===== src/sv/assert_macros.svh =====
// ============================================================================
// Assertion macros
// Shorthand for clocked implication checks used across the RTL.
// ============================================================================
`ifndef ASSERT_MACROS_SVH
`define ASSERT_MACROS_SVH

// Same-cycle implication, sampled on the rising clock edge, off in reset.
`define ASSERT_IMPL(label, ante, cons, msg) \
    label: assert property (@(posedge clk) disable iff (!rst_n) (ante) |-> (cons)) \
        else $error(msg);

// Next-cycle implication, sampled on the rising clock edge, off in reset.
`define ASSERT_NEXT(label, ante, cons, msg) \
    label: assert property (@(posedge clk) disable iff (!rst_n) (ante) |=> (cons)) \
        else $error(msg);

`endif


===== src/sv/svke_pkg.sv =====
// ============================================================================
// svke_pkg
// Formats, fixed constants, reset values and shared types of the shaft
// velocity estimator.
// ============================================================================
package svke_pkg;

    // Fixed point formats
    localparam int SIGNAL_FRAC_BITS = 16;
    localparam int COEF_FRAC_BITS   = 30;
    localparam int GAIN_FRAC_BITS   = 16;
    localparam int GAIN_W           = GAIN_FRAC_BITS + 1;

    localparam logic [GAIN_W-1:0] GAIN_ONE = GAIN_W'(1) << GAIN_FRAC_BITS;

    // Low-pass pole 0.969 and zero 0.0155, rounded to the coefficient format
    localparam logic [63:0] LP_POLE_W = ((64'd969 << COEF_FRAC_BITS) + 64'd500) / 64'd1000;
    localparam logic [63:0] LP_ZERO_W = ((64'd155 << COEF_FRAC_BITS) + 64'd5000) / 64'd10000;
    localparam logic [32:0] LP_POLE   = LP_POLE_W[32:0];
    localparam logic [32:0] LP_ZERO   = LP_ZERO_W[32:0];

    // Register reset values
    localparam logic [63:0] RST_Q_W  = ((64'd1 << SIGNAL_FRAC_BITS) + 64'd500) / 64'd1000;
    localparam logic [63:0] RST_R_W  = ((64'd401 << SIGNAL_FRAC_BITS) + 64'd50) / 64'd100;
    localparam logic [63:0] RST_B0_W =
        ((64'd1875 << COEF_FRAC_BITS) + 64'd5000000) / 64'd10000000;
    localparam logic [63:0] RST_F1_MAG = ((64'd1888 << COEF_FRAC_BITS) + 64'd500) / 64'd1000;
    localparam logic [63:0] RST_F2_W = ((64'd8905 << COEF_FRAC_BITS) + 64'd5000) / 64'd10000;

    localparam logic [31:0] RST_Q  = RST_Q_W[31:0];
    localparam logic [31:0] RST_R  = RST_R_W[31:0];
    localparam logic [31:0] RST_B0 = RST_B0_W[31:0];
    localparam logic [31:0] RST_F1 = 32'(64'd0 - RST_F1_MAG);
    localparam logic [31:0] RST_F2 = RST_F2_W[31:0];

    // Rounding shift applied to the accumulated sum
    typedef enum logic [1:0] {
        RND_NONE,
        RND_GAIN,
        RND_COEF
    } svke_rnd_t;

    // Control of the shared multiply-accumulate unit
    typedef struct packed {
        logic      issue;
        logic      clear;
        svke_rnd_t rnd;
    } svke_mac_ctrl_t;

    // Status of the serial gain divider
    typedef struct packed {
        logic              done;
        logic [GAIN_W-1:0] quot;
    } svke_div_stat_t;

endpackage


===== src/sv/svke_mac.sv =====
// ============================================================================
// svke_mac
// Shared signed multiply-accumulate unit with round-to-nearest shift and
// 32-bit saturation of the accumulated sum.
// ============================================================================
module svke_mac (
    input  logic                    clk,
    input  logic                    rst_n,
    input  svke_pkg::svke_mac_ctrl_t ctrl,
    input  logic signed [32:0]      op_a,
    input  logic signed [32:0]      op_b,
    output logic signed [31:0]      res_sat,
    output logic [31:0]             res_low
);

    localparam logic signed [67:0] HALF_GAIN = 68'sd1 <<< (svke_pkg::GAIN_FRAC_BITS - 1);
    localparam logic signed [67:0] HALF_COEF = 68'sd1 <<< (svke_pkg::COEF_FRAC_BITS - 1);
    localparam logic signed [67:0] SAT_MAX   = 68'sd2147483647;
    localparam logic signed [67:0] SAT_MIN   = -68'sd2147483648;

    logic               vld_reg;
    logic               clr_reg;
    logic signed [65:0] prod_reg;
    logic signed [67:0] acc_reg;
    logic signed [67:0] acc_next;
    logic signed [67:0] shifted;

    // Issue flags are registered alongside the product.
    always_ff @(posedge clk or negedge rst_n)
    begin
        if (!rst_n)
        begin
            vld_reg <= 1'b0;
            clr_reg <= 1'b0;
        end
        else
        begin
            vld_reg <= ctrl.issue;
            clr_reg <= ctrl.clear;
        end
    end

    // Accumulate the registered product; the first term of a sum restarts it.
    always_comb
    begin
        acc_next = (clr_reg ? 68'sd0 : acc_reg) + $signed({{2{prod_reg[65]}}, prod_reg});
    end

    // Multiplier and accumulator registers
    always_ff @(posedge clk)
    begin
        if (ctrl.issue)
        begin
            prod_reg <= op_a * op_b;
        end
        if (vld_reg)
        begin
            acc_reg <= acc_next;
        end
    end

    // Round to nearest with ties upward, then saturate.
    always_comb
    begin
        case (ctrl.rnd)
            svke_pkg::RND_NONE: shifted = acc_reg;
            svke_pkg::RND_GAIN: shifted = (acc_reg + HALF_GAIN) >>> svke_pkg::GAIN_FRAC_BITS;
            svke_pkg::RND_COEF: shifted = (acc_reg + HALF_COEF) >>> svke_pkg::COEF_FRAC_BITS;
            default:            shifted = acc_reg;
        endcase

        if (shifted > SAT_MAX)
        begin
            res_sat = 32'sh7FFFFFFF;
        end
        else if (shifted < SAT_MIN)
        begin
            res_sat = 32'sh80000000;
        end
        else
        begin
            res_sat = shifted[31:0];
        end
        res_low = shifted[31:0];
    end

endmodule


===== config.mk =====
export PLATFORM = sky130hd
export DESIGN_NAME = svke_mac
export DESIGN_NICKNAME = d
export VERILOG_FILES = /design/src/sv/assert_macros.svh /design/src/sv/svke_pkg.sv /design/src/sv/svke_mac.sv
export SDC_FILE = /design/constraint.sdc
export NUM_CORES = 2
export LEC_CHECK = 0
export BUFFER_PORTS_ARGS = -buffer_cell sky130_fd_sc_hd__buf_2
export CELL_PAD_IN_SITES_DETAIL_PLACEMENT = 1
export CELL_PAD_IN_SITES_GLOBAL_PLACEMENT = 2
export CORE_MARGIN = 4
export CORE_UTILIZATION = 43
export DETAILED_ROUTE_END_ITERATION = 6
export PLACE_DENSITY = 0.82
export SYNTH_ARGS = -nofsm -noshare
export SYNTH_HDL_FRONTEND = slang
export SYNTH_SLANG_ARGS = --single-unit

===== constraint.sdc =====
create_clock -name clk -period 5.1 [get_ports clk]
set_clock_uncertainty 0.1 [all_clocks]
set_input_delay 1.02 -clock clk [delete_from_list [all_inputs] [get_ports clk]]
set_output_delay 1.02 -clock clk [all_outputs]
set_load 0.05 [all_outputs]

==> run summary <==
The run finished, with violations left. The final reports fail on setup timing. The tools report the initial antenna violation count as 5. Number of violations of the max-capacitance limit: 0. In this run the remaining antenna-violating nets after routing total 0. The die is 349.2 um wide.

After Yosys synthesis, and, or, nand and nor cells account for 16.87% of the synthesized area. The clock passes through at most 2 buffers. The number of detailed-routing iterations run before antenna repair came out at 6.

STA puts the critical path data required time at 5.18 ns. The startpoint identified for the worst register-to-register timing path is clr_reg. The net count after synthesis came out at 6972.

Instance area at placement: 56740 um^2. Summing the areas of all compound-gate instances in the mapped netlist gives 6.906% of the synthesized area. The run gives 0.43 ns as the reg2reg setup slack. In the final layout, the share of cells above drive strength 1 is 21.07%. Input and output buffers added on the ports amount to 135. STA classifies the critical path endpoint as a flop. In this run the tightest slew margin relative to its limit is 45.34%. Ranked by total cell area, the synthesized netlist is headed by sky130_fd_sc_hd__fa_1, sky130_fd_sc_hd__inv_1, sky130_fd_sc_hd__edfxtp_1. The main combinational cell family by area after synthesis was adder cells. At the end of routability-driven placement, the weighted congestion stood at 0.9013. The ratio of final minimum period to clock period was 167.3%; the area of the placeable core was 115000 um^2.

The synthesized design devotes to its leading area cell type 45.83% of total area. Sorting the synthesized cells by how often they occur yields sky130_fd_sc_hd__inv_1, sky130_fd_sc_hd__fa_1, sky130_fd_sc_hd__nand2_1. Counting flops and latches in the post-synthesis netlist gives 136. The number of clock sinks came out at 136. Of the synthesized area, sequential elements account for 8.139%. The maximum clock frequency came out at 117.2 MHz.

The flip-flop count of the largest register, all copies and words added was 68; the peak per-stage delay on the critical path was 0.54 ns. After clock tree synthesis, the clock-pin slew on the worst setup and hold paths is 0.06 ns. The post-synthesis instance area came out at 50060 um^2. The layout overhead on the synthesized area was 22.01%. The area enclosed by the die boundary came out at 121900 um^2. The root buffer cell is sky130_fd_sc_hd__clkbuf_16. Measured along the y axis, the die boundary spans 349.2 um.

The run gives 0 as the number of pins exceeding their max-slew limit in the final report. The tools report the HPWL after detailed placement as 135.6 mm. During synthesis, Yosys emitted a total of 0 warnings. The portion of synthesized area spent on multiplexers is 0%. The slowest cell on the critical path was sky130_fd_sc_hd__fa_1. Among all flip-flop cells after synthesis, the most frequent one is sky130_fd_sc_hd__edfxtp_1. After the last flow step, the layout net total stands at 7494.

Most used standard cell by instance count after synthesis: sky130_fd_sc_hd__inv_1. In the routed layout, each cell is associated on average with a via count of 5.267. The worst register-to-register path has a depth of 17.

After layout, the minimum clock period comes to 8.531 ns. In this run, CTS created clock tree buffers numbering 17. The share of flip-flops with an asynchronous set or reset after synthesis is 1.471%. The tools report the via count of the first global-routing pass as 45630. For the final design instance area without fill, the log shows 61070 um^2. The arithmetic-cell share of the synthesized area counting full adders, half adders and majority gates came out at 53.03%. Summed over all instances, the cell type with the most area after synthesis is sky130_fd_sc_hd__fa_1.

The synthesized design contains 134 enable-type register cells. The post-synthesis xor/xnor area fraction was 3.884%; the violation count after the first detailed-routing iteration was 2492. Minimum setup slack in the final design: -3.431 ns. Number of hold-slack violations in the final timing report: 0. The global-route total usage across every layer came out at 27.20%.

TritonCTS built the clock tree. The number of fill cells came out at 12870. The worst setup path is launched from an input port. The first global-routing pass estimated 259.7 mm of wire.

Entering global routing, the biggest net connects 56 pins. The worst register-to-register path ends at acc_reg[54]. The critical path is of the input port to flop type.

Along the worst path, the maximum fanout reaches 5. In this run the mean area of a mapped cell was 9.158 um^2. The cell count after synthesis came out at 5466. Setup violations remaining at the end of the flow were counted as 88.

Setup repair after global routing could not meet its margin everywhere. The clock insertion delay at the later pin of the skew report came out at 0.45 ns. For this block, the via count after detailed routing is 39580. The H-tree was split into 4 levels.

In this run the count of I/O pins placed on the die edge is 136. For the pin with the worst max-slew slack, the measured transition is 0.8199 ns. The min-delay analysis places its worst path in the category input port to asynchronous set/reset pin.

At the worst endpoint, the arrival time is 8.61 ns. The mean routed wirelength per cell is 21.93 um. Wires add up to 164.7 mm. The most numerous cell type found on the critical path is sky130_fd_sc_hd__fa_1. The initial core utilization was 43.54%. The remaining global-route overflow is 0, and the residual DRC count is 0. Yosys mapped the design onto 81 distinct sky130hd cell types. The row count was 124; the worst hold margin was 0.2492 ns.
[routing by layer]
metal	global-route usage (%)	wire length (um)
met1	38.99	73750
met2	45.56	79120
met3	2.851	9113
met4	4.593	2748
met5	0	13
[what timing repair did]
| item | in CTS | in global routing |
|---|---|---|
| resized for setup | 412 | 221 |
| setup endpoints to repair | 90 | 93 |
| pin swaps | 158 | 136 |
| hold buffers | 0 | 0 |
| cloned | 5 | 3 |
| setup buffers | 88 | 58 |
[placed cells by master, fill, tap and decap left out, types with 42 or more instances in the layout]
| cell type | count |
|---|---|
| sky130_fd_sc_hd__fa_1 | 1086 |
| sky130_fd_sc_hd__nor2_1 | 134 |
| sky130_fd_sc_hd__fa_2 | 60 |
| sky130_fd_sc_hd__ha_1 | 228 |
| sky130_fd_sc_hd__nand4_1 | 42 |
| sky130_fd_sc_hd__buf_6 | 129 |
| sky130_fd_sc_hd__and2_4 | 54 |
| sky130_fd_sc_hd__xor2_1 | 81 |
| sky130_fd_sc_hd__inv_1 | 1128 |
| sky130_fd_sc_hd__inv_2 | 52 |
| sky130_fd_sc_hd__nor2b_1 | 72 |
| sky130_fd_sc_hd__a21o_1 | 78 |
| sky130_fd_sc_hd__nand2_1 | 636 |
| sky130_fd_sc_hd__buf_4 | 531 |
| sky130_fd_sc_hd__and2_1 | 507 |
| sky130_fd_sc_hd__o21ai_0 | 63 |
| sky130_fd_sc_hd__xnor2_1 | 123 |
| sky130_fd_sc_hd__buf_2 | 44 |
| sky130_fd_sc_hd__a21oi_1 | 116 |
| sky130_fd_sc_hd__ha_4 | 58 |
| sky130_fd_sc_hd__buf_12 | 54 |
| sky130_fd_sc_hd__edfxtp_1 | 134 |
[how the worst max path moves through the flow]
stage	from	end	slack, ns	depth (start not counted)
2_1_floorplan	op_a[32]	prod_reg[65]	-3.24	29
3_3_place_gp	op_a[27]	prod_reg[65]	-3.98	30
3_5_place_dp	op_a[26]	prod_reg[65]	-4.16	28
4_1_cts	op_a[27]	prod_reg[65]	-3.39	30
5_1_grt	op_a[27]	prod_reg[65]	-3.61	31
6_report	op_b[8]	prod_reg[65]	-3.43	30
[through the flow]
step                setup slack, ns  TNS [ns]  std cells  util, %
finish                       -3.431   -147.00       7514    53.12
global placement             -3.981   -174.58       7346    49.36
global route                 -3.609   -161.93       7513    53.12
detailed placement           -4.160   -180.60       7346    49.36
CTS                          -3.393   -140.42       7465    52.05
floorplan                    -3.236   -123.47       5466        -
[final cells by class]
class                      count  area, um^2  share of cell area [%]
sequential                   136        4076                   6.675
clock buffer                  18       429.2                  0.7027
multi-input combinational   3857       42690                   69.90
inverter                    1183        4447                   7.281
timing repair buffer         793        7331                   12.00
tap                         1512        1892                   3.098
clock inverter                13       203.9                  0.3339
antenna                        2       5.005                0.008195
[cells by family (layout without fill, tap and decap cells)]
kind of cell | Yosys count | after routing
AOI/OAI and AO/OA | 525 | 526
xor gates and xnor gates | 222 | 222
adders and majority gates | 1434 | 1434
buffers and inverters | 1474 | 2007
DFF | 136 | 136
other | 0 | 2
and+or+nand+nor | 1675 | 1675
[critical path, delay by kind of cell]
| family | cells | cell delay (ns) |
|---|---|---|
| compound gates | 10 | 2.09 |
| fa+ha+maj | 9 | 4.40 |
| buf+inv | 8 | 0.57 |
| simple gates | 3 | 0.53 |
Power is not shown: default switching activity piles up to over one toggle a cycle in this logic, so the estimate is an artifact.
