**src/sv/assert_macros.svh**
```systemverilog
// ============================================================================
// Assertion macros
// Shorthand for clocked implication checks used across the RTL.
// ============================================================================
`ifndef ASSERT_MACROS_SVH
`define ASSERT_MACROS_SVH

// Same-cycle implication, sampled on the rising clock edge, off in reset.
`define ASSERT_IMPL(label, ante, cons, msg) \
    label: assert property (@(posedge clk) disable iff (!rst_n) (ante) |-> (cons)) \
        else $error(msg);

// Next-cycle implication, sampled on the rising clock edge, off in reset.
`define ASSERT_NEXT(label, ante, cons, msg) \
    label: assert property (@(posedge clk) disable iff (!rst_n) (ante) |=> (cons)) \
        else $error(msg);

`endif

```
**src/sv/svke_pkg.sv**
```systemverilog
// ============================================================================
// svke_pkg
// Formats, fixed constants, reset values and shared types of the shaft
// velocity estimator.
// ============================================================================
package svke_pkg;

    // Fixed point formats
    localparam int SIGNAL_FRAC_BITS = 16;
    localparam int COEF_FRAC_BITS   = 30;
    localparam int GAIN_FRAC_BITS   = 16;
    localparam int GAIN_W           = GAIN_FRAC_BITS + 1;

    localparam logic [GAIN_W-1:0] GAIN_ONE = GAIN_W'(1) << GAIN_FRAC_BITS;

    // Low-pass pole 0.969 and zero 0.0155, rounded to the coefficient format
    localparam logic [63:0] LP_POLE_W = ((64'd969 << COEF_FRAC_BITS) + 64'd500) / 64'd1000;
    localparam logic [63:0] LP_ZERO_W = ((64'd155 << COEF_FRAC_BITS) + 64'd5000) / 64'd10000;
    localparam logic [32:0] LP_POLE   = LP_POLE_W[32:0];
    localparam logic [32:0] LP_ZERO   = LP_ZERO_W[32:0];

    // Register reset values
    localparam logic [63:0] RST_Q_W  = ((64'd1 << SIGNAL_FRAC_BITS) + 64'd500) / 64'd1000;
    localparam logic [63:0] RST_R_W  = ((64'd401 << SIGNAL_FRAC_BITS) + 64'd50) / 64'd100;
    localparam logic [63:0] RST_B0_W =
        ((64'd1875 << COEF_FRAC_BITS) + 64'd5000000) / 64'd10000000;
    localparam logic [63:0] RST_F1_MAG = ((64'd1888 << COEF_FRAC_BITS) + 64'd500) / 64'd1000;
    localparam logic [63:0] RST_F2_W = ((64'd8905 << COEF_FRAC_BITS) + 64'd5000) / 64'd10000;

    localparam logic [31:0] RST_Q  = RST_Q_W[31:0];
    localparam logic [31:0] RST_R  = RST_R_W[31:0];
    localparam logic [31:0] RST_B0 = RST_B0_W[31:0];
    localparam logic [31:0] RST_F1 = 32'(64'd0 - RST_F1_MAG);
    localparam logic [31:0] RST_F2 = RST_F2_W[31:0];

    // Rounding shift applied to the accumulated sum
    typedef enum logic [1:0] {
        RND_NONE,
        RND_GAIN,
        RND_COEF
    } svke_rnd_t;

    // Control of the shared multiply-accumulate unit
    typedef struct packed {
        logic      issue;
        logic      clear;
        svke_rnd_t rnd;
    } svke_mac_ctrl_t;

    // Status of the serial gain divider
    typedef struct packed {
        logic              done;
        logic [GAIN_W-1:0] quot;
    } svke_div_stat_t;

endpackage

```
**src/sv/svke_div.sv**
```systemverilog
// ============================================================================
// svke_div
// Serial restoring divider for the Kalman gain, one quotient bit a cycle:
// gain = round(prior * 2^16 / (prior + r_noise)), zero for a zero divisor.
// ============================================================================
`include "assert_macros.svh"

module svke_div (
    input  logic                     clk,
    input  logic                     rst_n,
    input  logic                     start,
    input  logic [31:0]              prior,
    input  logic [31:0]              rnoise,
    output svke_pkg::svke_div_stat_t stat
);

    localparam int GW = svke_pkg::GAIN_W;
    localparam logic [4:0] LAST_ITER = 5'(GW - 1);

    logic          busy_reg;
    logic          done_reg;
    logic [4:0]    iter_reg;
    logic [32:0]   den_reg;
    logic [32:0]   rem_reg;
    logic [GW-1:0] low_reg;
    logic [GW-1:0] quot_reg;

    logic [32:0]   den_start;
    logic [48:0]   num_start;
    logic [33:0]   trial;
    logic [33:0]   diff;
    logic          fits;
    logic [32:0]   rem_next;

    // Divisor and rounded numerator; the upper part of the numerator is
    // already below the divisor, so only the low bits need stepping through.
    always_comb
    begin
        den_start = {1'b0, prior} + {1'b0, rnoise};
        num_start = {1'b0, prior, 16'b0} + {17'b0, den_start[32:1]};
        trial     = {rem_reg, low_reg[GW-1]};
        diff      = trial - {1'b0, den_reg};
        fits      = (trial >= {1'b0, den_reg});
        rem_next  = fits ? diff[32:0] : trial[32:0];
    end

    // Control
    always_ff @(posedge clk or negedge rst_n)
    begin
        if (!rst_n)
        begin
            busy_reg <= 1'b0;
            done_reg <= 1'b0;
            iter_reg <= 5'd0;
        end
        else
        begin
            done_reg <= 1'b0;
            if (start)
            begin
                iter_reg <= 5'd0;
                if (den_start == 33'd0)
                begin
                    busy_reg <= 1'b0;
                    done_reg <= 1'b1;
                end
                else
                begin
                    busy_reg <= 1'b1;
                end
            end
            else if (busy_reg)
            begin
                iter_reg <= iter_reg + 5'd1;
                if (iter_reg == LAST_ITER)
                begin
                    busy_reg <= 1'b0;
                    done_reg <= 1'b1;
                end
            end
        end
    end

    // Datapath
    always_ff @(posedge clk)
    begin
        if (start)
        begin
            den_reg  <= den_start;
            rem_reg  <= {1'b0, num_start[48:17]};
            low_reg  <= num_start[GW-1:0];
            quot_reg <= '0;
        end
        else if (busy_reg)
        begin
            rem_reg  <= rem_next;
            low_reg  <= {low_reg[GW-2:0], 1'b0};
            quot_reg <= {quot_reg[GW-2:0], fits};
        end
    end

    assign stat.done = done_reg;
    assign stat.quot = quot_reg;

    // A finished gain never exceeds one, and completion ends the iteration.
    `ASSERT_IMPL(a_gain_range, done_reg, quot_reg <= svke_pkg::GAIN_ONE, "gain above one")
    `ASSERT_IMPL(a_done_idle, done_reg, !busy_reg, "divider busy at completion")

endmodule

```
**config.mk**
```make
export PLATFORM = sky130hd
export DESIGN_NAME = svke_div
export DESIGN_NICKNAME = d
export VERILOG_FILES = /design/src/sv/svke_pkg.sv /design/src/sv/svke_div.sv
export VERILOG_INCLUDE_DIRS = /design/src /design/src/sv
export SDC_FILE = /design/constraint.sdc
export NUM_CORES = 1
export LEC_CHECK = 0
export ABC_AREA = 1
export ABC_CLOCK_PERIOD_IN_PS = 4600
export BUFFER_PORTS_ARGS = -buffer_cell sky130_fd_sc_hd__buf_2
export CAP_MARGIN = 40
export CORE_UTILIZATION = 68
export CTS_BUF_LIST = sky130_fd_sc_hd__clkbuf_4
export DETAILED_ROUTE_END_ITERATION = 12
export GPL_ROUTABILITY_DRIVEN = 1
export PLACE_DENSITY = 0.86
export SETUP_SLACK_MARGIN = 0.1
export SLEW_MARGIN = 20
export SYNTH_ARGS = -nofsm -noshare
export SYNTH_HDL_FRONTEND = slang
export SYNTH_SLANG_ARGS = --single-unit
```
**constraint.sdc**
```tcl
create_clock -name clk -period 4.6 [get_ports clk]
set_clock_uncertainty 0.1 [all_clocks]
set_input_delay 0.69 -clock clk [delete_from_list [all_inputs] [get_ports clk]]
set_output_delay 0.69 -clock clk [all_outputs]
set_load 0.01 [all_outputs]
```
==> metrics.txt, run 1 <==
# TYPE chip_impl_metric gauge
chip_impl_metric{name="ff2ff_setup_slack",unit="ps"} 1270
chip_impl_metric{name="worst-endpoint-required",unit="ps"} 4740
chip_impl_metric{name="seq_total_area_yosys",unit=""} 0.290
chip_impl_metric{name="nFillCells",unit=""} 1225
chip_impl_metric{name="wl",unit="um"} 30300
chip_impl_metric{name="grt_pass1_wl",unit="um"} 48400
chip_impl_metric{name="period_needed",unit="ps"} 4250
chip_impl_metric{name="timing_hold_violations_final",unit=""} 0
chip_impl_metric{name="core-area",unit="um2"} 14700
chip_impl_metric{name="timing.fmax",unit="GHz"} 0.235
chip_impl_info{name="rsz0062_at_grt",value="false"} 1
chip_impl_metric{name="finish.utilization",unit=""} 0.762
chip_impl_info{name="r2r_end",value="rem_reg[4]$_DFFE_PP_"} 1
chip_impl_metric{name="power-per-cell-area",unit="nW/um2"} 476
chip_impl_metric{name="globalRouteOverflowTotal",unit=""} 0
chip_impl_metric{name="antenna_violations_before_repair",unit=""} 1
chip_impl_info{name="worst_r2r_startpoint",value="rem_reg[5]$_DFFE_PP_"} 1
chip_impl_metric{name="die-height",unit="um"} 125
chip_impl_metric{name="clock_sink_count",unit=""} 107
chip_impl_metric{name="timing.reg2reg.worst_path_depth",unit=""} 11
chip_impl_metric{name="row_count",unit=""} 44
chip_impl_metric{name="timing_worst_slew_pin_value",unit="ps"} 579
chip_impl_metric{name="synthCells",unit=""} 1566
chip_impl_metric{name="dieArea",unit="um2"} 15700
chip_impl_metric{name="global_routing_usage_summed_across_all_routing_layers",unit=""} 0.393
chip_impl_metric{name="worst_setup_hold_path_clk_slew",unit="ps"} 160
chip_impl_metric{name="numPortBuffers",unit=""} 84
chip_impl_metric{name="number_of_global_route_vias_before_repair",unit=""} 9879
chip_impl_metric{name="dp_hpwl",unit="um"} 24600
chip_impl_metric{name="ys_ff_latch",unit=""} 107
chip_impl_info{name="postSynth.topFlopCell",value="sky130_fd_sc_hd__edfxtp_1"} 1
chip_impl_metric{name="grt_start_max_net_pins",unit=""} 67
chip_impl_metric{name="power.leakage",unit="nW"} 5.86
chip_impl_metric{name="final_layout_size_suffix_gt1_frac",unit=""} 0.0835
chip_impl_info{name="min-delay-start",value="rem_reg[32]$_SDFFE_PP0P_"} 1
chip_impl_metric{name="regArea",unit="um2"} 3000
chip_impl_metric{name="setup_viol_count_final",unit=""} 0
chip_impl_metric{name="post_drt_wl_per_cell",unit="um"} 16.4
chip_impl_info{name="timing.critical_path.from_type",value="primary input"} 1
chip_impl_metric{name="timing.final.crit_share",unit=""} 0.924
chip_impl_metric{name="fp.dieW",unit="um"} 125
chip_impl_metric{name="postRouteAntennaNets",unit=""} 0
chip_impl_info{name="cts_tree",value="built"} 1
chip_impl_metric{name="maxSlewViolCount",unit=""} 0
chip_impl_metric{name="critical_path_peak_fanout",unit=""} 7
chip_impl_info{name="min_delay_worst_endpoint",value="rem_reg[32]$_SDFFE_PP0P_"} 1
chip_impl_metric{name="number_of_h_tree_branching_levels",unit=""} 3
chip_impl_metric{name="hold-path-cell-count",unit=""} 2
chip_impl_metric{name="worst_skew_pair.late_latency",unit="ps"} 500
chip_impl_metric{name="critical_path_arrival",unit="ps"} 4390
chip_impl_metric{name="first_iter_violations",unit=""} 997
chip_impl_info{name="critPathCaptureType",value="flip-flop"} 1
chip_impl_metric{name="gp_congestion",unit=""} 1.07
chip_impl_metric{name="max-clock-path-buffers",unit=""} 2
chip_impl_metric{name="via_count_of_the_routed_design",unit=""} 10789
chip_impl_metric{name="areaGrowthSynthToFinish",unit="%"} 8.48
chip_impl_metric{name="asyncSetResetFlopFracSynth",unit=""} 0.0654
chip_impl_metric{name="synthesis.yosys.warnings",unit=""} 0
chip_impl_metric{name="final_layout_net_count",unit=""} 1813
chip_impl_metric{name="syn_nets",unit=""} 1720
chip_impl_info{name="clockRootBuffer",value="sky130_fd_sc_hd__clkbuf_4"} 1
chip_impl_metric{name="multi_input_area",unit="um2"} 6260
chip_impl_metric{name="netlist-cell-type-count",unit=""} 48
chip_impl_metric{name="initial_utilization",unit=""} 0.702
chip_impl_info{name="critical_path_class",value="in2reg"} 1
chip_impl_metric{name="syn_area",unit="um2"} 10300
chip_impl_metric{name="io-pin-count",unit=""} 85
chip_impl_metric{name="route.detailed.vias_per_inst",unit=""} 5.84
chip_impl_metric{name="power",unit="mW"} 5.33
chip_impl_metric{name="initial_drt_pass_iterations",unit=""} 5
chip_impl_info{name="outcome",value="complete, no violations"} 1
chip_impl_metric{name="synth_enable_flop_cells",unit=""} 82
chip_impl_metric{name="peakVddDrop",unit="mV"} 0.368
chip_impl_metric{name="cts_buffers",unit=""} 9
chip_impl_metric{name="max-slew-margin-rel",unit=""} 0.614
chip_impl_metric{name="drc",unit=""} 0
chip_impl_info{name="holdCritPathClass",value="reg2reg"} 1
chip_impl_info{name="startpoint",value="prior[0]"} 1
chip_impl_metric{name="synth.avg_cell_area",unit="um2"} 6.59
chip_impl_metric{name="postCtsSetupBuffers",unit=""} 0
chip_impl_metric{name="max_cap_violations",unit=""} 0
per-stage QoR:
stage / cells / cell area, um2 / worst slack, ps / hold slack [ps] / setup TNS [ps]
3_5_place_dp: 1830 / 11000 / -149 / 348 / -394
5_1_grt: 1849 / 11200 / 118 / 391 / 0
4_1_cts: 1847 / 11200 / 345 / 378 / 0
6_report: 1849 / 11200 / 350 / 375 / 0
3_3_place_gp: 1830 / 11000 / -83.8 / 341 / -158
2_1_floorplan: 1566 / 10300 / 724 / 294 / 0
cell usage after synthesis, types with 4 or more instances:
library cell                 n  area, um2
sky130_fd_sc_hd__nand2_1   507       1900
sky130_fd_sc_hd__inv_1     252        946
sky130_fd_sc_hd__nor2_1    134        503
sky130_fd_sc_hd__nand3_1   108        541
sky130_fd_sc_hd__a21oi_1    85        425
sky130_fd_sc_hd__ha_1       84       1050
sky130_fd_sc_hd__edfxtp_1   82       2460
sky130_fd_sc_hd__o21ai_0    48        240
sky130_fd_sc_hd__nand3b_1   40        300
sky130_fd_sc_hd__xor2_1     24        210
sky130_fd_sc_hd__nand4_1    20        125
sky130_fd_sc_hd__nor3_1     20        100
sky130_fd_sc_hd__xnor2_1    20        175
sky130_fd_sc_hd__dfxtp_1    18        360
sky130_fd_sc_hd__o22ai_1    15       93.8
sky130_fd_sc_hd__a31oi_1    14       87.6
sky130_fd_sc_hd__o21bai_1   10       75.1
sky130_fd_sc_hd__clkbuf_1    9       33.8
sky130_fd_sc_hd__and2_1      7       43.8
sky130_fd_sc_hd__dfrtp_1     7        175
sky130_fd_sc_hd__buf_2       6       30.0
sky130_fd_sc_hd__buf_1       4       15.0
sky130_fd_sc_hd__nor4_1      4       25.0
sky130_fd_sc_hd__or2_2       4       25.0
worst max-delay path by stage:
| stage | end | slack, ps | depth (start not counted) |
|---|---|---|---|
| final | rem_reg[20]$_DFFE_PP_ | 350 | 23 |
| after CTS | rem_reg[26]$_DFFE_PP_ | 350 | 22 |
| after global routing | rem_reg[20]$_DFFE_PP_ | 120 | 23 |
| after floorplan | rem_reg[27]$_DFFE_PP_ | 720 | 22 |
| after detailed placement | rem_reg[26]$_DFFE_PP_ | -150 | 22 |
| after global placement | rem_reg[26]$_DFFE_PP_ | -80 | 22 |
layer usage:
layer	wire [um]	share of wire	GRT usage
met1	12600	0.42	0.537
met3	2950	0.097	0.0548
met4	1230	0.041	0.173
met2	13500	0.45	0.625
met5	0	0	0
cell families after synthesis:
family	after synthesis	share of synthesized area
flip-flops	107	0.290
adder cells (fa/ha/maj)	87	0.108
XOR/XNOR	44	0.0373
AND/OR/NAND/NOR	855	0.354
AO/OA/AOI/OAI	194	0.106
buffers and inverters	279	0.105
final cells by class:
class                   count  area share
multi-input cells        1180       0.559
flip-flops and latches    107       0.268
inverters                 255      0.0855
repair buffers            106      0.0543
well taps                 184      0.0206
clock inverters             7     0.00681
clock buffers               9     0.00603
diodes                      1    0.000223
power breakdown:
group,internal (mW),switching (mW),total [mW]
clock,0.171,0.329,0.500
combinational,1.19,2.19,3.38
sequential,1.35,0.107,1.45
repair_timing:
item,4_1_cts,5_1_grt
gates resized for setup,0,3
hold buffers,1,0
hold endpoints to repair,7,0
endpoints found under the setup margin,0,7
cells in the final DEF (no fill, tap or decap), types with 9 or more instances in the layout:
cell | synthesis | layout
sky130_fd_sc_hd__xnor2_1 | 20 | 20
sky130_fd_sc_hd__inv_1 | 252 | 252
sky130_fd_sc_hd__ha_1 | 84 | 84
sky130_fd_sc_hd__o21ai_0 | 48 | 48
sky130_fd_sc_hd__nand4_1 | 20 | 20
sky130_fd_sc_hd__nand3b_1 | 40 | 40
sky130_fd_sc_hd__a21oi_1 | 85 | 85
sky130_fd_sc_hd__buf_2 | 6 | 84
sky130_fd_sc_hd__nand3_1 | 108 | 107
sky130_fd_sc_hd__a31oi_1 | 14 | 13
sky130_fd_sc_hd__nand2_1 | 507 | 507
sky130_fd_sc_hd__edfxtp_1 | 82 | 82
sky130_fd_sc_hd__clkbuf_4 | 0 | 9
sky130_fd_sc_hd__o21bai_1 | 10 | 10
sky130_fd_sc_hd__o22ai_1 | 15 | 15
sky130_fd_sc_hd__nor2_1 | 134 | 134
sky130_fd_sc_hd__xor2_1 | 24 | 24
sky130_fd_sc_hd__dfxtp_1 | 18 | 18
sky130_fd_sc_hd__buf_4 | 1 | 20
sky130_fd_sc_hd__nor3_1 | 20 | 19
critical path, cell delays in order:
cell and delay [ps]:
sky130_fd_sc_hd__buf_2 120, sky130_fd_sc_hd__ha_1 280, sky130_fd_sc_hd__fa_1 450, sky130_fd_sc_hd__nand3_1 130, sky130_fd_sc_hd__nand2_1 100, sky130_fd_sc_hd__nand2_1 90
sky130_fd_sc_hd__nand2_1 140, sky130_fd_sc_hd__nand2_1 90, sky130_fd_sc_hd__nand2_1 100, sky130_fd_sc_hd__nand2_1 100, sky130_fd_sc_hd__nand2_1 70, sky130_fd_sc_hd__nand2_1 60
sky130_fd_sc_hd__nand2_1 120, sky130_fd_sc_hd__ha_1 440, sky130_fd_sc_hd__nand4_1 200, sky130_fd_sc_hd__nor3_2 190, sky130_fd_sc_hd__nand4_1 260, sky130_fd_sc_hd__nand3_1 210
sky130_fd_sc_hd__nand2_1 90, sky130_fd_sc_hd__nor3b_1 230, sky130_fd_sc_hd__xor2_1 100, sky130_fd_sc_hd__nand2_1 70, sky130_fd_sc_hd__nand2_1 60
No activity file was read; power rests on OpenSTA's default activity.
==> inputs of run 2 (changes only) <==
Settings changed: ABC_CLOCK_PERIOD_IN_PS 4600 to 4160, CORE_UTILIZATION 68 to 63, PLACE_DENSITY 0.86 to 0.8.
Clock period 4.6 ns to 4.16 ns, I/O delays scaled along.
==> run 2 against run 1 <==
Effect of this change:
- routed wire length grew 6.6%
- hold slack gained 0.84 ps
- largest power group unchanged
- count of clock-buffer cells in the layout did not move
- clock power down 3%
- register-to-register slack worse by 220 ps
==> metrics.txt, run 2 (synthesis results as in run 1) <==
# TYPE chip_impl_metric gauge
chip_impl_metric{name="timing.final.crit_share",unit=""} 0.942
chip_impl_metric{name="number_of_global_route_vias_before_repair",unit=""} 10370
chip_impl_metric{name="peakVddDrop",unit="mV"} 0.887
chip_impl_metric{name="via_count_of_the_routed_design",unit=""} 11255
chip_impl_metric{name="row_count",unit=""} 46
chip_impl_metric{name="stdcell_area",unit="um2"} 12000
chip_impl_metric{name="max-clock-path-buffers",unit=""} 2
chip_impl_metric{name="power-per-cell-area",unit="nW/um2"} 504
chip_impl_metric{name="power.leakage",unit="nW"} 6.34
chip_impl_metric{name="postCtsSetupBuffers",unit=""} 0
chip_impl_metric{name="worst_setup_hold_path_clk_slew",unit="ps"} 170
chip_impl_metric{name="post_drt_wl_per_cell",unit="um"} 16.3
chip_impl_info{name="clockRootBuffer",value="sky130_fd_sc_hd__clkbuf_4"} 1
chip_impl_info{name="worst_r2r_startpoint",value="den_reg[0]$_DFFE_PP_"} 1
chip_impl_metric{name="dp.cells",unit=""} 1968
chip_impl_info{name="critical_path_class",value="in2reg"} 1
chip_impl_metric{name="antenna_violations_before_repair",unit=""} 1
chip_impl_metric{name="globalRouteOverflowTotal",unit=""} 0
chip_impl_metric{name="postRouteAntennaNets",unit=""} 0
chip_impl_info{name="timing.critical_path.from_type",value="primary input"} 1
chip_impl_metric{name="global_routing_usage_summed_across_all_routing_layers",unit=""} 0.387
chip_impl_metric{name="final_layout_size_suffix_gt1_frac",unit=""} 0.142
chip_impl_metric{name="critical_path_arrival",unit="ps"} 4090
chip_impl_metric{name="worst-endpoint-required",unit="ps"} 4330
chip_impl_metric{name="route.detailed.vias_per_inst",unit=""} 5.67
chip_impl_metric{name="max-slew-margin-rel",unit=""} 0.503
chip_impl_info{name="layout.cells.most_common_list",value="sky130_fd_sc_hd__nand2_1 (507), sky130_fd_sc_hd__inv_1 (252), sky130_fd_sc_hd__nor2_1 (133), sky130_fd_sc_hd__buf_4 (126), sky130_fd_sc_hd__nand3_1 (107)"} 1
chip_impl_metric{name="grt_start_max_net_pins",unit=""} 65
chip_impl_metric{name="place_area",unit="um2"} 11800
chip_impl_metric{name="ff2ff_setup_slack",unit="ps"} 1050
chip_impl_metric{name="final_layout_net_count",unit=""} 1918
chip_impl_metric{name="worst_skew_pair.late_latency",unit="ps"} 490
chip_impl_info{name="worst_path_cell_with_the_longest_stage_delay",value="sky130_fd_sc_hd__ha_1"} 1
chip_impl_info{name="r2r_end",value="rem_reg[24]$_DFFE_PP_"} 1
chip_impl_metric{name="timing.critical_path.buf_inv",unit=""} 5
chip_impl_metric{name="fp.dieW",unit="um"} 130
chip_impl_metric{name="drc",unit=""} 0
chip_impl_metric{name="number_of_h_tree_branching_levels",unit=""} 3
chip_impl_metric{name="period_needed",unit="ps"} 3920
chip_impl_metric{name="io-pin-count",unit=""} 85
chip_impl_metric{name="critical_path_peak_fanout",unit=""} 4
chip_impl_metric{name="post_layout_nonfiller_instances",unit=""} 1986
chip_impl_metric{name="maxSlewViolCount",unit=""} 0
chip_impl_metric{name="timing.reg2reg.worst_path_depth",unit=""} 14
chip_impl_metric{name="gp_congestion",unit=""} 1.02
chip_impl_metric{name="timing.fmax",unit="GHz"} 0.255
chip_impl_info{name="critical_path.most_common_cell",value="sky130_fd_sc_hd__nand2_1"} 1
chip_impl_info{name="outcome",value="complete, no violations"} 1
chip_impl_metric{name="numPortBuffers",unit=""} 84
chip_impl_metric{name="wl",unit="um"} 32300
chip_impl_metric{name="clock_sink_count",unit=""} 107
chip_impl_metric{name="dp_hpwl",unit="um"} 26500
chip_impl_metric{name="timing.critical_path.slowest_cell_delay",unit="ps"} 450
chip_impl_info{name="worstPathCellList",value="buf_2 -> ha_1 -> nand2_1 -> inv_1 -> nand2_1 -> nor3_2 -> buf_4 -> nand3_1 -> nand4_1 -> nand2_1 -> ha_1 -> nand2_1 -> o21ai_1 -> buf_4 -> nand2_1 -> nand2_1 -> nand2_1 -> a31oi_1 -> buf_4 -> nand2_1 -> xor2_1 -> nand2_1 -> nand2_1"} 1
chip_impl_info{name="critPathCaptureType",value="flip-flop"} 1
chip_impl_metric{name="core-area",unit="um2"} 15900
chip_impl_metric{name="initial_drt_pass_iterations",unit=""} 9
chip_impl_metric{name="die-height",unit="um"} 130
chip_impl_metric{name="timing_worst_slew_pin_value",unit="ps"} 746
chip_impl_info{name="layout.cells.most_common",value="sky130_fd_sc_hd__nand2_1"} 1
chip_impl_info{name="cts_tree",value="built"} 1
chip_impl_info{name="holdCritPathClass",value="in2async"} 1
chip_impl_metric{name="timing_hold_violations_final",unit=""} 0
chip_impl_metric{name="first_iter_violations",unit=""} 984
chip_impl_metric{name="cts_buffers",unit=""} 9
chip_impl_metric{name="setup_tns",unit="ps"} 0
chip_impl_metric{name="dieArea",unit="um2"} 16900
chip_impl_info{name="rsz0062_at_grt",value="false"} 1
chip_impl_metric{name="grt_pass1_wl",unit="um"} 50000
chip_impl_metric{name="max_cap_violations",unit=""} 0
chip_impl_info{name="critPathTopFamily",value="simple AND/OR/NAND/NOR gates"} 1
chip_impl_metric{name="areaGrowthSynthToFinish",unit="%"} 16.7
chip_impl_metric{name="setup_viol_count_final",unit=""} 0
chip_impl_metric{name="initial_utilization",unit=""} 0.648
## run 2: changes by cell type in the layout (fill, tap and decap cells not counted), sizes merged
cell,change
buf,+105
bufinv,-1
clkinv,+1
## run 2: cell type report
type	instances	area [um2]
inverter	255	957
multi-input combinational	1180	6320
tap	216	270
antenna	1	2.50
sequential	107	3000
clock inverter	7	51.3
fill	1326	3900
clock buffer	9	67.6
timing repair buffer	211	1380
## run 2: worst max path at each step
| stage | start | endpoint | depth (start not counted) |
|---|---|---|---|
| detailed placement | prior[20] | rem_reg[12]$_DFFE_PP_ | 22 |
| CTS | prior[20] | rem_reg[26]$_DFFE_PP_ | 23 |
| finish | prior[20] | rem_reg[26]$_DFFE_PP_ | 23 |
| global route | prior[0] | rem_reg[25]$_DFFE_PP_ | 25 |
| global placement | prior[20] | rem_reg[12]$_DFFE_PP_ | 22 |
| floorplan | prior[0] | rem_reg[27]$_DFFE_PP_ | 22 |
## run 2: what timing repair did
action / CTS / global route
pin swaps: 0 / 0
resized for setup: 1 / 15
endpoints found under the hold margin: 7 / 0
gates cloned: 0 / 0
endpoints found under the setup margin: 3 / 9
hold buffers: 1 / 0
## run 2: routing by layer
layer,part of all wire,global-route usage
met3,0.086,0.0545
met5,0,0
met2,0.46,0.655
met4,0.036,0.146
met1,0.42,0.503
## run 2: where the power goes
part           switching (mW)  internal, mW
Sequential              0.122          1.49
Clock                   0.357         0.126
Combinational            2.50          1.47
Total                    2.98          3.09
## run 2: per-stage QoR
stage                     setup WS, ps   util  power, mW  hold WS, ps
after CTS                          217  0.751       5.94          361
final                              241  0.755       6.07          375
after global routing               104  0.755       6.54          351
after floorplan                    350      -       4.37          228
after detailed placement          -430  0.742       5.45          346
after global placement            -431  0.742       5.31          337
## run 2: worst register-to-register path, delay by kind of cell (launching register included)
kind	cells	cell delay [ps]
flip-flops	1	400
adder cells (fa/ha/maj)	2	700
AO/OA/AOI/OAI	3	810
AND/OR/NAND/NOR	9	880
